<file path="src/rtl/psfam_pkg.sv">
// ----------------------------------------------------------------------------
// psfam_pkg
// Shared types and constants for the per-source fault anomaly monitor.
// ----------------------------------------------------------------------------
package psfam_pkg;

    localparam int SRC_W       = 5;
    localparam int KIND_W      = 32;
    localparam int INFO_W      = 64;
    localparam int TIME_W      = 64;
    localparam int CNT_W       = 16;
    localparam int SEV_W       = 2;
    localparam int EVK_W       = 3;
    localparam int NUM_EV      = 5;
    localparam int IN_TDATA_W  = 168;
    localparam int OUT_TDATA_W = 168;
    localparam int CFG_IDX_W   = 3;
    localparam int CFG_DATA_W  = 32;

    localparam logic [CNT_W-1:0] CNT_MAX = '1;

    // Register reset values
    localparam logic [31:0]      RST_STORM_WINDOW = 32'd1000000;
    localparam logic [CNT_W-1:0] RST_STORM_LIMIT  = 16'd10;
    localparam logic [31:0]      RST_RAPID_LIMIT  = 32'd5000000;
    localparam logic [CNT_W-1:0] RST_REPEAT_LIMIT = 16'd5;
    localparam logic             RST_ENFORCE      = 1'b1;

    typedef enum logic [EVK_W-1:0] {
        EV_FAULT   = 3'd0,
        EV_REPEAT  = 3'd1,
        EV_STORM   = 3'd2,
        EV_ENFORCE = 3'd3,
        EV_RAPID   = 3'd4
    } ev_kind_t;

    typedef enum logic [SEV_W-1:0] {
        SEV_WARN  = 2'd1,
        SEV_ALERT = 2'd2
    } sev_t;

    typedef enum logic [CFG_IDX_W-1:0] {
        CFG_STORM_WINDOW = 3'd0,
        CFG_STORM_LIMIT  = 3'd1,
        CFG_RAPID_LIMIT  = 3'd2,
        CFG_REPEAT_LIMIT = 3'd3,
        CFG_ENFORCE      = 3'd4
    } cfg_reg_t;

    // One monitor entry per source
    typedef struct packed {
        logic [TIME_W-1:0] first_time;
        logic              armed;
        logic [KIND_W-1:0] prev_kind;
        logic [CNT_W-1:0]  run;
        logic [TIME_W-1:0] win_start;
        logic [CNT_W-1:0]  win_cnt;
    } mon_entry_t;

    localparam int ENTRY_W = $bits(mon_entry_t);

endpackage

</file>
<file path="src/rtl/psfam_ram.sv">
// ----------------------------------------------------------------------------
// psfam_ram
// Generic single-write, single-read RAM with registered read data.
// ----------------------------------------------------------------------------
module psfam_ram #(
    parameter int WIDTH  = 8,
    parameter int DEPTH  = 16,
    parameter int ADDR_W = (DEPTH > 1) ? $clog2(DEPTH) : 1
) (
    input  logic              aclk,
    input  logic              we,
    input  logic [ADDR_W-1:0] waddr,
    input  logic [WIDTH-1:0]  wdata,
    input  logic              re,
    input  logic [ADDR_W-1:0] raddr,
    output logic [WIDTH-1:0]  rdata
);

    logic [WIDTH-1:0] mem [DEPTH];
    logic [WIDTH-1:0] rdata_reg;

    always_ff @(posedge aclk) begin
        if (we) begin
            mem[waddr] <= wdata;
        end
        if (re) begin
            rdata_reg <= mem[raddr];
        end
    end

    assign rdata = rdata_reg;

endmodule

</file>
<file path="src/rtl/per_source_fault_anomaly_monitor_core.sv">
// ----------------------------------------------------------------------------
// per_source_fault_anomaly_monitor_core
// Per-source fault monitor: repeat, storm, enforce and rapid-quarantine alerts.
// ----------------------------------------------------------------------------
// Path: an input transaction is registered into the B stage, with its RAM read, at
//   the accepting edge, then updated into the output register C once C is free.
// Throughput: one input per cycle while each yields one record and m_tready is
//   high; an input with k records holds C until its last record is taken.
// Reset: control and config registers take their reset values, entry valid
//   bits clear so every source reads as a zeroed entry; no clearing pass.
// ----------------------------------------------------------------------------
module per_source_fault_anomaly_monitor_core #(
    parameter int NUM_SOURCES = 16
) (
    input  logic                                  aclk,
    input  logic                                  aresetn,
    // Input: source_id, fault_kind, fault_info, time_now_us, source_blocked,
    //        source_quarantined (from bit 0 up), zero pad to 168 bits
    input  logic                                  s_tvalid,
    output logic                                  s_tready,
    input  logic [psfam_pkg::IN_TDATA_W-1:0]      s_tdata,
    // Output: severity, event_source, event_fault_kind, event_detail,
    //         event_time_us (from bit 0 up), zero pad to 168 bits
    output logic                                  m_tvalid,
    input  logic                                  m_tready,
    output logic [psfam_pkg::OUT_TDATA_W-1:0]     m_tdata,
    // tuser: event_kind
    output logic [psfam_pkg::EVK_W-1:0]           m_tuser,
    output logic                                  m_tlast,
    // Register write channel
    input  logic                                  cfg_valid,
    output logic                                  cfg_ready,
    input  logic [psfam_pkg::CFG_IDX_W-1:0]       cfg_index,
    input  logic [psfam_pkg::CFG_DATA_W-1:0]      cfg_wdata
);

    localparam int          AW   = (NUM_SOURCES > 1) ? $clog2(NUM_SOURCES) : 1;
    localparam logic [8:0]  NSRC = 9'(NUM_SOURCES);

    // ------------------------------------------------------------------
    // Configuration registers
    // ------------------------------------------------------------------
    logic [31:0]                   storm_window_reg;
    logic [psfam_pkg::CNT_W-1:0]   storm_limit_reg;
    logic [31:0]                   rapid_limit_reg;
    logic [psfam_pkg::CNT_W-1:0]   repeat_limit_reg;
    logic                          enforce_en_reg;

    assign cfg_ready = 1'b1;

    always_ff @(posedge aclk) begin
        if (!aresetn) begin
            storm_window_reg <= psfam_pkg::RST_STORM_WINDOW;
            storm_limit_reg  <= psfam_pkg::RST_STORM_LIMIT;
            rapid_limit_reg  <= psfam_pkg::RST_RAPID_LIMIT;
            repeat_limit_reg <= psfam_pkg::RST_REPEAT_LIMIT;
            enforce_en_reg   <= psfam_pkg::RST_ENFORCE;
        end else if (cfg_valid && cfg_ready) begin
            unique case (psfam_pkg::cfg_reg_t'(cfg_index))
                psfam_pkg::CFG_STORM_WINDOW: storm_window_reg <= cfg_wdata;
                psfam_pkg::CFG_STORM_LIMIT:  storm_limit_reg  <= cfg_wdata[15:0];
                psfam_pkg::CFG_RAPID_LIMIT:  rapid_limit_reg  <= cfg_wdata;
                psfam_pkg::CFG_REPEAT_LIMIT: repeat_limit_reg <= cfg_wdata[15:0];
                psfam_pkg::CFG_ENFORCE:      enforce_en_reg   <= cfg_wdata[0];
                default: ;  // indexes past the list are ignored
            endcase
        end
    end

    // ------------------------------------------------------------------
    // Input unpack and source check
    // ------------------------------------------------------------------
    logic [psfam_pkg::SRC_W-1:0]  in_src;
    logic [psfam_pkg::KIND_W-1:0] in_kind;
    logic [psfam_pkg::INFO_W-1:0] in_info;
    logic [psfam_pkg::TIME_W-1:0] in_time;
    logic                         in_blocked;
    logic                         in_quar;
    logic                         src_ok;
    logic [8:0]                   ix_wide;
    logic [AW-1:0]                rd_addr;
    logic                         s_accept;

    assign in_src     = s_tdata[4:0];
    assign in_kind    = s_tdata[36:5];
    assign in_info    = s_tdata[100:37];
    assign in_time    = s_tdata[164:101];
    assign in_blocked = s_tdata[165];
    assign in_quar    = s_tdata[166];

    // ids of 0 or above NUM_SOURCES produce nothing and touch no entry
    assign src_ok   = (in_src != '0) && ({4'b0, in_src} <= NSRC);
    assign ix_wide  = {4'b0, in_src} - 9'd1;
    assign rd_addr  = ix_wide[AW-1:0];
    assign s_accept = s_tvalid && s_tready;

    // ------------------------------------------------------------------
    // Entry RAM, valid bits and write forwarding
    // ------------------------------------------------------------------
    psfam_pkg::mon_entry_t      ram_rdata;
    psfam_pkg::mon_entry_t      wr_entry;
    logic                       wr_en;
    logic [NUM_SOURCES-1:0]     ent_vld_reg;
    logic [NUM_SOURCES-1:0]     ent_vld_next;

    // B stage: item waiting on its RAM read, updated and written back here
    logic                         b_valid_reg, b_valid_next;
    logic [AW-1:0]                b_addr_reg;
    logic [psfam_pkg::SRC_W-1:0]  b_src_reg;
    logic [psfam_pkg::KIND_W-1:0] b_kind_reg;
    logic [psfam_pkg::INFO_W-1:0] b_info_reg;
    logic [psfam_pkg::TIME_W-1:0] b_time_reg;
    logic                         b_blocked_reg;
    logic                         b_quar_reg;
    logic                         b_fwd_reg;     // read raced a write to same entry
    psfam_pkg::mon_entry_t        b_fwd_data_reg;
    logic                         b_ent_vld_reg; // entry written since reset

    psfam_ram #(
        .WIDTH (psfam_pkg::ENTRY_W),
        .DEPTH (NUM_SOURCES)
    ) u_entry_ram (
        .aclk  (aclk),
        .we    (wr_en),
        .waddr (b_addr_reg),
        .wdata (wr_entry),
        .re    (s_accept),
        .raddr (rd_addr),
        .rdata (ram_rdata)
    );

    always_comb begin
        ent_vld_next = ent_vld_reg;
        if (wr_en) begin
            ent_vld_next[b_addr_reg] = 1'b1;
        end
    end

    always_ff @(posedge aclk) begin
        if (!aresetn) begin
            ent_vld_reg <= '0;
        end else begin
            ent_vld_reg <= ent_vld_next;
        end
    end

    // ------------------------------------------------------------------
    // Output stage C (declared here for the ready chain)
    // ------------------------------------------------------------------
    logic                         c_valid_reg, c_valid_next;
    logic [psfam_pkg::NUM_EV-1:0] c_mask_reg, c_mask_next;
    logic [psfam_pkg::SRC_W-1:0]  c_src_reg;
    logic [psfam_pkg::KIND_W-1:0] c_kind_reg;
    logic [psfam_pkg::INFO_W-1:0] c_info_reg;
    logic [psfam_pkg::TIME_W-1:0] c_time_reg;
    logic [psfam_pkg::CNT_W-1:0]  c_run_reg;
    logic [psfam_pkg::CNT_W-1:0]  c_cnt_reg;
    logic [psfam_pkg::TIME_W-1:0] c_elapsed_reg;
    logic                         m_accept;
    logic                         c_free;

    assign m_accept = m_tvalid && m_tready;
    assign c_free   = !c_valid_reg || (m_accept && m_tlast);
    assign wr_en    = b_valid_reg && c_free;       // B moves to C and writes back
    assign s_tready = !b_valid_reg || c_free;

    always_comb begin
        b_valid_next = b_valid_reg;
        if (s_accept) begin
            b_valid_next = src_ok;
        end else if (wr_en) begin
            b_valid_next = 1'b0;
        end
    end

    always_ff @(posedge aclk) begin
        if (!aresetn) begin
            b_valid_reg <= 1'b0;
        end else begin
            b_valid_reg <= b_valid_next;
        end
    end

    always_ff @(posedge aclk) begin
        if (s_accept) begin
            b_addr_reg     <= rd_addr;
            b_src_reg      <= in_src;
            b_kind_reg     <= in_kind;
            b_info_reg     <= in_info;
            b_time_reg     <= in_time;
            b_blocked_reg  <= in_blocked;
            b_quar_reg     <= in_quar;
            b_fwd_reg      <= wr_en && (b_addr_reg == rd_addr);
            b_fwd_data_reg <= wr_entry;
            b_ent_vld_reg  <= ent_vld_reg[rd_addr];
        end
    end

    // ------------------------------------------------------------------
    // Entry update and event decision
    // ------------------------------------------------------------------
    psfam_pkg::mon_entry_t        cur;
    logic [psfam_pkg::TIME_W-1:0] ff_time;
    logic                         same_kind;
    logic [psfam_pkg::CNT_W-1:0]  run_new;
    logic [psfam_pkg::TIME_W-1:0] win_elapsed;
    logic                         win_restart;
    logic [psfam_pkg::CNT_W-1:0]  cnt_new;
    logic [psfam_pkg::TIME_W-1:0] rapid_elapsed;
    logic                         repeat_hit;
    logic                         storm_hit;
    logic                         enforce_hit;
    logic                         rapid_hit;
    logic [psfam_pkg::NUM_EV-1:0] ev_mask;

    always_comb begin
        if (b_fwd_reg) begin
            cur = b_fwd_data_reg;
        end else if (b_ent_vld_reg) begin
            cur = ram_rdata;
        end else begin
            cur = '0;
        end

        // first-fault clock arms on the first fault after a disarm
        ff_time = cur.armed ? cur.first_time : b_time_reg;

        same_kind = (b_kind_reg == cur.prev_kind);
        if (!same_kind) begin
            run_new = 16'd1;
        end else if (cur.run == psfam_pkg::CNT_MAX) begin
            run_new = cur.run;
        end else begin
            run_new = cur.run + 16'd1;
        end
        repeat_hit = same_kind && (run_new == repeat_limit_reg);

        win_elapsed = b_time_reg - cur.win_start;
        win_restart = win_elapsed > {32'b0, storm_window_reg};
        if (win_restart) begin
            cnt_new = 16'd1;
        end else if (cur.win_cnt == psfam_pkg::CNT_MAX) begin
            cnt_new = cur.win_cnt;
        end else begin
            cnt_new = cur.win_cnt + 16'd1;
        end
        storm_hit   = !win_restart &&
                      ({1'b0, cnt_new} == ({1'b0, storm_limit_reg} + 17'd1));
        enforce_hit = storm_hit && enforce_en_reg && !b_blocked_reg;

        // an enforce request counts as quarantining the source
        rapid_elapsed = b_time_reg - ff_time;
        rapid_hit     = (b_quar_reg || enforce_hit) &&
                        (rapid_elapsed < {32'b0, rapid_limit_reg});

        ev_mask = {rapid_hit, enforce_hit, storm_hit, repeat_hit, 1'b1};

        wr_entry.first_time = rapid_hit ? '0 : ff_time;
        wr_entry.armed      = !rapid_hit;
        wr_entry.prev_kind  = b_kind_reg;
        wr_entry.run        = run_new;
        wr_entry.win_start  = win_restart ? b_time_reg : cur.win_start;
        wr_entry.win_cnt    = cnt_new;
    end

    // ------------------------------------------------------------------
    // Output stage: one record per cycle while m_tready is high, lowest pending event first
    // ------------------------------------------------------------------
    always_comb begin
        c_valid_next = c_valid_reg;
        c_mask_next  = c_mask_reg;
        if (wr_en) begin
            c_valid_next = 1'b1;
            c_mask_next  = ev_mask;
        end else if (m_accept) begin
            c_valid_next = !m_tlast;
            c_mask_next  = c_mask_reg & (c_mask_reg - 5'd1);  // drop lowest bit
        end
    end

    always_ff @(posedge aclk) begin
        if (!aresetn) begin
            c_valid_reg <= 1'b0;
            c_mask_reg  <= '0;
        end else begin
            c_valid_reg <= c_valid_next;
            c_mask_reg  <= c_mask_next;
        end
    end

    always_ff @(posedge aclk) begin
        if (wr_en) begin
            c_src_reg     <= b_src_reg;
            c_kind_reg    <= b_kind_reg;
            c_info_reg    <= b_info_reg;
            c_time_reg    <= b_time_reg;
            c_run_reg     <= run_new;
            c_cnt_reg     <= cnt_new;
            c_elapsed_reg <= rapid_elapsed;
        end
    end

    psfam_pkg::ev_kind_t          cur_ev;
    psfam_pkg::sev_t              cur_sev;
    logic [psfam_pkg::INFO_W-1:0] cur_detail;

    always_comb begin
        if (c_mask_reg[0]) begin
            cur_ev = psfam_pkg::EV_FAULT;
        end else if (c_mask_reg[1]) begin
            cur_ev = psfam_pkg::EV_REPEAT;
        end else if (c_mask_reg[2]) begin
            cur_ev = psfam_pkg::EV_STORM;
        end else if (c_mask_reg[3]) begin
            cur_ev = psfam_pkg::EV_ENFORCE;
        end else begin
            cur_ev = psfam_pkg::EV_RAPID;
        end

        case (cur_ev) inside
            psfam_pkg::EV_FAULT:  cur_detail = c_info_reg;
            psfam_pkg::EV_REPEAT: cur_detail = {48'b0, c_run_reg};
            psfam_pkg::EV_STORM,
            psfam_pkg::EV_ENFORCE: cur_detail = {48'b0, c_cnt_reg};
            default:              cur_detail = c_elapsed_reg;
        endcase

        cur_sev = (cur_ev == psfam_pkg::EV_FAULT) ? psfam_pkg::SEV_WARN
                                                  : psfam_pkg::SEV_ALERT;
    end

    assign m_tvalid = c_valid_reg;
    assign m_tlast  = (c_mask_reg & (c_mask_reg - 5'd1)) == '0;
    assign m_tuser  = cur_ev;
    assign m_tdata  = {1'b0, c_time_reg, cur_detail, c_kind_reg, c_src_reg, cur_sev};

endmodule

</file>
<file path="config.mk">
export PLATFORM = sky130hd
export DESIGN_NAME = per_source_fault_anomaly_monitor_core
export DESIGN_NICKNAME = d
export VERILOG_FILES = /design/src/rtl/psfam_pkg.sv /design/src/rtl/psfam_ram.sv /design/src/rtl/per_source_fault_anomaly_monitor_core.sv
export SDC_FILE = /design/constraint.sdc
export NUM_CORES = 2
export LEC_CHECK = 0
export BUFFER_PORTS_ARGS = -buffer_cell sky130_fd_sc_hd__buf_2
export CAP_MARGIN = 20
export CORE_MARGIN = 2
export CORE_UTILIZATION = 35
export DETAILED_ROUTE_END_ITERATION = 16
export PLACE_DENSITY = 0.62
export SLEW_MARGIN = 20
export SYNTH_ARGS = -nofsm -noshare
export SYNTH_HDL_FRONTEND = slang
export SYNTH_SLANG_ARGS = --single-unit
</file>
<file path="constraint.sdc">
create_clock -name aclk -period 28.6 [get_ports aclk]
set_clock_uncertainty 0.2 [all_clocks]
set_input_delay 2.86 -clock aclk [delete_from_list [all_inputs] [get_ports aclk]]
set_output_delay 2.86 -clock aclk [all_outputs]
set_load 0.05 [all_outputs]
</file>
---- After elaboration in Yosys (flattened, before gate mapping) ----
Memory sizes are Yosys's and may differ from the RTL's. A register that Yosys moved wholly into a read port is not among the register bits.
Index checks and enable logic that the tools add are counted.
W data, S select, Z words.
storage, ports and cells
  register bits ........................... 747
  output and inout port bits .............. 175
  RAM bits ................................ 3088
  memories kept ........................... 1
memory list
  name             words  width  rd ports  clocked after memory_dff  wr ports  RTL line         source
  u_entry_ram.mem  16     193    1         1                         1         psfam_ram.sv:19  logic [WIDTH-1:0] mem [DEPTH];
operators by class
  order comparisons ....................... 6
  reductions and logical operators ........ 33
  muxes and demuxes ....................... 29
  equal/unequal tests ..................... 13
  add/subtract/negate cells ............... 7
  bitwise logic cells ..................... 2
operator list
  operator                 count
  $mux W193                2
  $mux W64                 6
  $sub A64 B64 Y64         2
  $gt A64 B32 Y1           1
  $lt A64 B32 Y1           1
  $mux W16                 4
  $add A16 B1 Y16 const B  2
  $eq A16 B16 Y1 const B   2
  $eq A32 B32 Y1           1
  $add A16 B1 Y17 const B  1
  $eq A16 B17 Y1           1
  $eq A16 B16 Y1           1
  $or A16 B16 Y16          1
  $eq A3 B2 Y1 const B     4
  $logic_and A1 B1 Y1      12
  $mux W3                  4
  $lt A4 B5 Y1 const B     2
  $mux W5                  2
  $reduce_and A2 Y1        5
  $mux W1                  8
  $eq A3 B1 Y1 const B     2
  $logic_not A1 Y1         6
  $logic_not A3 Y1         2
  $and A5 B5 Y5            1
  14 further kinds         17

---- Longest topological paths before layout ----
  word-level depth ........................ 12
  depth in mapped cells ................... 40

---- Cells and area by module ----
From an unflattened synthesis, not the netlist that was laid out.
second synthesis, totals
  cells, all modules ...................... 8947
  area, all modules ....................... 162603.4 um^2
by module, submodules not included
  module                                 sequential area each (um^2)  times used  cells an instance  area an instance (um^2)
  psfam_ram                              98524.5                      1           5037               121634.2
  per_source_fault_anomaly_monitor_core  21230.4                      1           3910               40969.3

---- Worst setup path before layout ----
No wires, ideal clock.
  path type ............................... in2reg
  from .................................... in m_tready
  to ...................................... mem u_entry_ram.mem[3][0] (netlist bit) (enable)
  arrival ................................. 21.589 ns
  stages on the path ...................... 4
  path slack .............................. 5.589 ns
  required time ........................... 27.178 ns
  library setup time ...................... 1.222 ns
  cell sequence ........................... a21boi_0 nand2b_1 clkbuf_1 nor4_1
between the ends
  word-level cells in the longest chain between the ends .. 6
RTL lines
  what                           RTL line                                      source
  start, declared                per_source_fault_anomaly_monitor_core.sv:25   input logic m_tready,
  $logic_and A1 B1 Y1            per_source_fault_anomaly_monitor_core.sv:162  assign m_accept = m_tvalid && m_tready;
  $logic_and A1 B1 Y1            per_source_fault_anomaly_monitor_core.sv:163  assign c_free = !c_valid_reg || (m_accept && m_tlast);
  $logic_or A1 B1 Y1             per_source_fault_anomaly_monitor_core.sv:163
  $logic_and A1 B1 Y1            per_source_fault_anomaly_monitor_core.sv:164  assign wr_en = b_valid_reg && c_free;
  $mux W1                        psfam_ram.sv:23                               if (we) begin
  $mux W1 (not written as such)  psfam_ram.sv:24                               mem[waddr] <= wdata;
  end, declared                  psfam_ram.sv:19
No other way between the ends.

---- Final worst setup path ----
  from .................................... reg b_ent_vld_reg
  to ...................................... mem u_entry_ram.mem[3][12] (netlist bit) (data pin)
between the ends
  word-level cells in the longest chain between the ends .. 5
RTL lines
  what                                               RTL line                                                                                    source
  start, declared                                    per_source_fault_anomaly_monitor_core.sv:117                                                logic b_ent_vld_reg;
  start signal, assigned                             per_source_fault_anomaly_monitor_core.sv:195                                                b_ent_vld_reg <= ent_vld_reg[rd_addr];
  $mux W193 (*)                                      per_source_fault_anomaly_monitor_core.sv:219                                                end else if (b_ent_vld_reg) begin
  $mux W193 (*)                                      per_source_fault_anomaly_monitor_core.sv:217                                                if (b_fwd_reg) begin
  $sub A64 B64 Y64 (tied with other cells)           per_source_fault_anomaly_monitor_core.sv:238                                                win_elapsed = b_time_reg - cur.win_start;
  $gt A64 B32 Y1 / $mux W16 (equally long branches)  per_source_fault_anomaly_monitor_core.sv:239, per_source_fault_anomaly_monitor_core.sv:242
  $mux W16 (*)                                       per_source_fault_anomaly_monitor_core.sv:240                                                if (win_restart) begin
  net cnt_new, one bit                               per_source_fault_anomaly_monitor_core.sv:208                                                logic [psfam_pkg::CNT_W-1:0] cnt_new;
Mark *: on every way through the listed nets, which the timed path passes. The rest lies on a longest branch.

==> flow_metrics.env <==
export IMPL_status="finished clean"
export IMPL_multi_input_area_sq_um=40850
export IMPL_area_growth_syn_to_layout_pct=14.76
export IMPL_nNetsFinal=9500
export IMPL_ys_seq_area_share_pct=73.65
export IMPL_synthArstFlopShare_pct=0
export IMPL_ios=383
export IMPL_tightest_slew_ns=1.269
export IMPL_syn_num_nets=8897
export IMPL_vias_per_cell=5.540
export IMPL_synth_cell_area_sq_um=162600
export IMPL_grt_start_max_net_pins=146
export IMPL_ir_drop_mv=0.06184
export IMPL_slew_viol_final=0
export IMPL_fin_setup_tns_ns=0
export IMPL_cpPeakStageDelay_ns=1.04
export IMPL_rsz0062_at_grt="no"
export IMPL_r2r_worst_path_cells=28
export IMPL_hold_viol=0
export IMPL_clkLatencyLatePin_ns=1.04
export IMPL_place_area_sq_um=172800
export IMPL_antenna_left=0
export IMPL_cts_htree_levels=5
export IMPL_swShare_pct=23.50
export IMPL_stdcell_count=15640
export IMPL_critPathSlowestCell="or4_2"
export IMPL_dp_hpwl_mm=257.3
export IMPL_clock_sinks=4028
export IMPL_switchingPower_w=0.003114
export IMPL_fill_cells=40660
export IMPL_num_rows=250
export IMPL_r2r_start="b_ent_vld_reg"
export IMPL_post_cts_setup_buffer_count=0
export IMPL_hp_class="flip-flop to flip-flop"
export IMPL_dp_cells=14870
export IMPL_synthDistinctLibCells=99
export IMPL_holdPathStages=0
export IMPL_worstSetupEndpointType="flip-flop"
export IMPL_cts_made_buffers=413
export IMPL_cp_max_fo=41
export IMPL_cellPowerDensity_nw_per_um2=71.02
export IMPL_portBuffers=379
export IMPL_antenna_found_initial=19
export IMPL_slew_headroom_pct=14.78
export IMPL_synth_top_area_share_pct=72.17
export IMPL_fp_dieH_microns=685.6
export IMPL_fin_crit_ns=12.16
export IMPL_clkTransAtPathRegs_ns=0.06
export IMPL_wl_met1_mm=180.4
export IMPL_ff_latch_area_sq_um=119800
export IMPL_synthTopCellsByArea="edfxtp_1 (72%), mux4_2 (13%), dfxtp_1 (1.5%)"
export IMPL_critPathKind="flip-flop to flip-flop"
export IMPL_wirelength_mm=445.1
export IMPL_r2r_end="u_entry_ram.mem[3][12]"
export IMPL_postSynth_topFlopCell="edfxtp_1"
export IMPL_top_layer_used="met5"
export IMPL_grtUsageTotal_pct=18.41
export IMPL_drtPass1Iterations=6
export IMPL_clockPowerShare_pct=40.8
export IMPL_min_from="b_info_reg[60]"
export IMPL_coreArea_sq_um=463300
export IMPL_drc=0
export IMPL_grt_overflow=0
export IMPL_fmax_mhz=82.27
export IMPL_ctsResizeCount=0
export IMPL_hold_end="c_info_reg[60]"
export IMPL_worst_path_buf_inv=4
export IMPL_grt_pass1_wl_mm=632.7
export IMPL_largest_register_ff_count=3088
export IMPL_crit_family="simple AND/OR/NAND/NOR gates"
export IMPL_crit_path_frequent_cell="buf_4"
export IMPL_drtIter0Drc=10410
export IMPL_critPathArrivalTime_ns=12.57
export IMPL_layout_drive_gt1_share_pct=24.67
export IMPL_p_comb_share_pct=8.8
export IMPL_period_share_pct=42.50
export IMPL_finish_instance_area_sq_um=186600
export IMPL_cts_tree="built"
export IMPL_wl_per_cell_microns=28.46
export IMPL_via_count=86630
export IMPL_synth_edff_count=3908
export IMPL_p_total_w=0.01325
export IMPL_syn_avg_cell_area_sq_um=19.11
export IMPL_grt_pass1_vias=86720
export IMPL_setup_viol=0
export IMPL_power_frac_seq_pct=50.3
export IMPL_cts_hold_buf=0
export IMPL_start_util_pct=35.10
export IMPL_syn_inst=8508
export IMPL_yosysWarnings=0
export IMPL_cp_start_kind="flip-flop"
export IMPL_cp_required_ns=29.01
export IMPL_intPower_w=0.01014
export IMPL_place_congestion=0.9313
export IMPL_wl_met2_mm=215.0
export IMPL_rrSetupSlack_ns=16.44
export IMPL_synth_top_cell_by_area="edfxtp_1"
export IMPL_dr_wl_met3_mm=34.21
export IMPL_cts_root_buf="clkbuf_16"
export IMPL_die_w_microns=685.6
export IMPL_die_area_sq_um=470000
export IMPL_ys_seq_elements=4028
export IMPL_critical_path_startpoint="b_ent_vld_reg"
export IMPL_power_leakage_nw=60.28
export IMPL_clockBufferDepth=4
export IMPL_maxCapViolCount=0
-- per-stage QoR --
step	setup slack [ns]	utilization, %	hold WS, ns
detailed placement	16.45	37.31	0.2045
floorplan	5.589	-	0.2003
global placement	16.49	37.30	0.2016
finish	16.44	40.28	0.2107
global route	16.07	40.28	0.2179
CTS	16.41	40.25	0.2171
-- logic make-up after synthesis --
group | share of synthesized area, %
DFF | 73.65
and+or+nand+nor | 4.001
AOI/OAI and AO/OA | 4.818
muxes | 13.65
buffers and inverters | 1.407
adders and majority gates | 1.465
xor gates and xnor gates | 1.007
other | 0.004619
-- placed cells by master, fill, tap and decap left out, types with 38 or more instances in the layout --
cell,count
buf_2,378
a21oi_1,331
nand2b_1,39
inv_1,126
buf_4,232
clkinv_1,88
nand3_1,82
nand2_1,474
o211ai_1,40
nand4_1,71
o21ai_0,205
a21o_1,64
nor3_1,59
nor2_2,49
xor2_1,64
clkbuf_16,419
xnor2_1,119
dfxtp_1,119
a22o_1,64
edfxtp_1,3908
mux4_2,970
nor2_1,290
a22oi_1,157
clkinv_2,73
clkbuf_1,76
nor4_1,38
bufinv_16,44
ha_1,179
-- final cells by class --
type	count	share of cell area, %
diodes	6	0.008046
well taps	6174	4.140
repair buffers	636	2.221
multi-input cells	3903	21.89
clock inverters	261	1.492
clock buffers	500	5.809
flip-flops and latches	4028	64.18
inverters	129	0.2642
-- synthesized netlist by cell type, drive strengths merged, types with 13 or more instances --
library cell	count
edfxtp	3908
mux4	970
nand2	474
clkbuf	357
nor2	347
a21oi	333
o21ai	212
ha	180
a22oi	158
inv	128
dfxtp	120
xnor2	119
buf	91
nand3	83
nand4	72
xor2	68
nor3	66
a21o	64
a22o	64
nor4	42
o211ai	40
nand2b	39
and2	37
a211oi	33
o21a	33
nand3b	31
a31oi	28
and3	23
nor2b	22
o221ai	22
o31ai	21
and3b	20
mux2i	20
o2111ai	19
o21bai	18
or3	18
a2111oi	17
and4	13
mux2	13
-- worst max path at each step --
stage,to,cells after the start
floorplan,u_entry_ram.mem[3][0],4
global placement,u_entry_ram.mem[8][13],28
detailed placement,u_entry_ram.mem[10][13],28
CTS,u_entry_ram.mem[8][13],28
global route,u_entry_ram.mem[7][129],31
finish,u_entry_ram.mem[3][12],28
-- power by group through the flow --
stage               Combinational [W]  Sequential, W  Clock, W
finish                        0.00117        0.00667   0.00541
global route                  0.00124        0.00668   0.00573
CTS                           0.00116        0.00667   0.00550
detailed placement            0.00116        0.00680         0
global placement              0.00114        0.00679         0
floorplan                    0.000742        0.00681         0
-- routing by layer --
| layer | vias to the layer above | track usage, % |
|---|---|---|
| li1 | 36230 | - |
| met1 | 46070 | 24.98 |
| met2 | 3655 | 30.33 |
| met4 | 4 | 6.064 |
| met5 | - | 0 |
| met3 | 666 | 2.994 |
No activity file was read; power rests on OpenSTA's default activity.
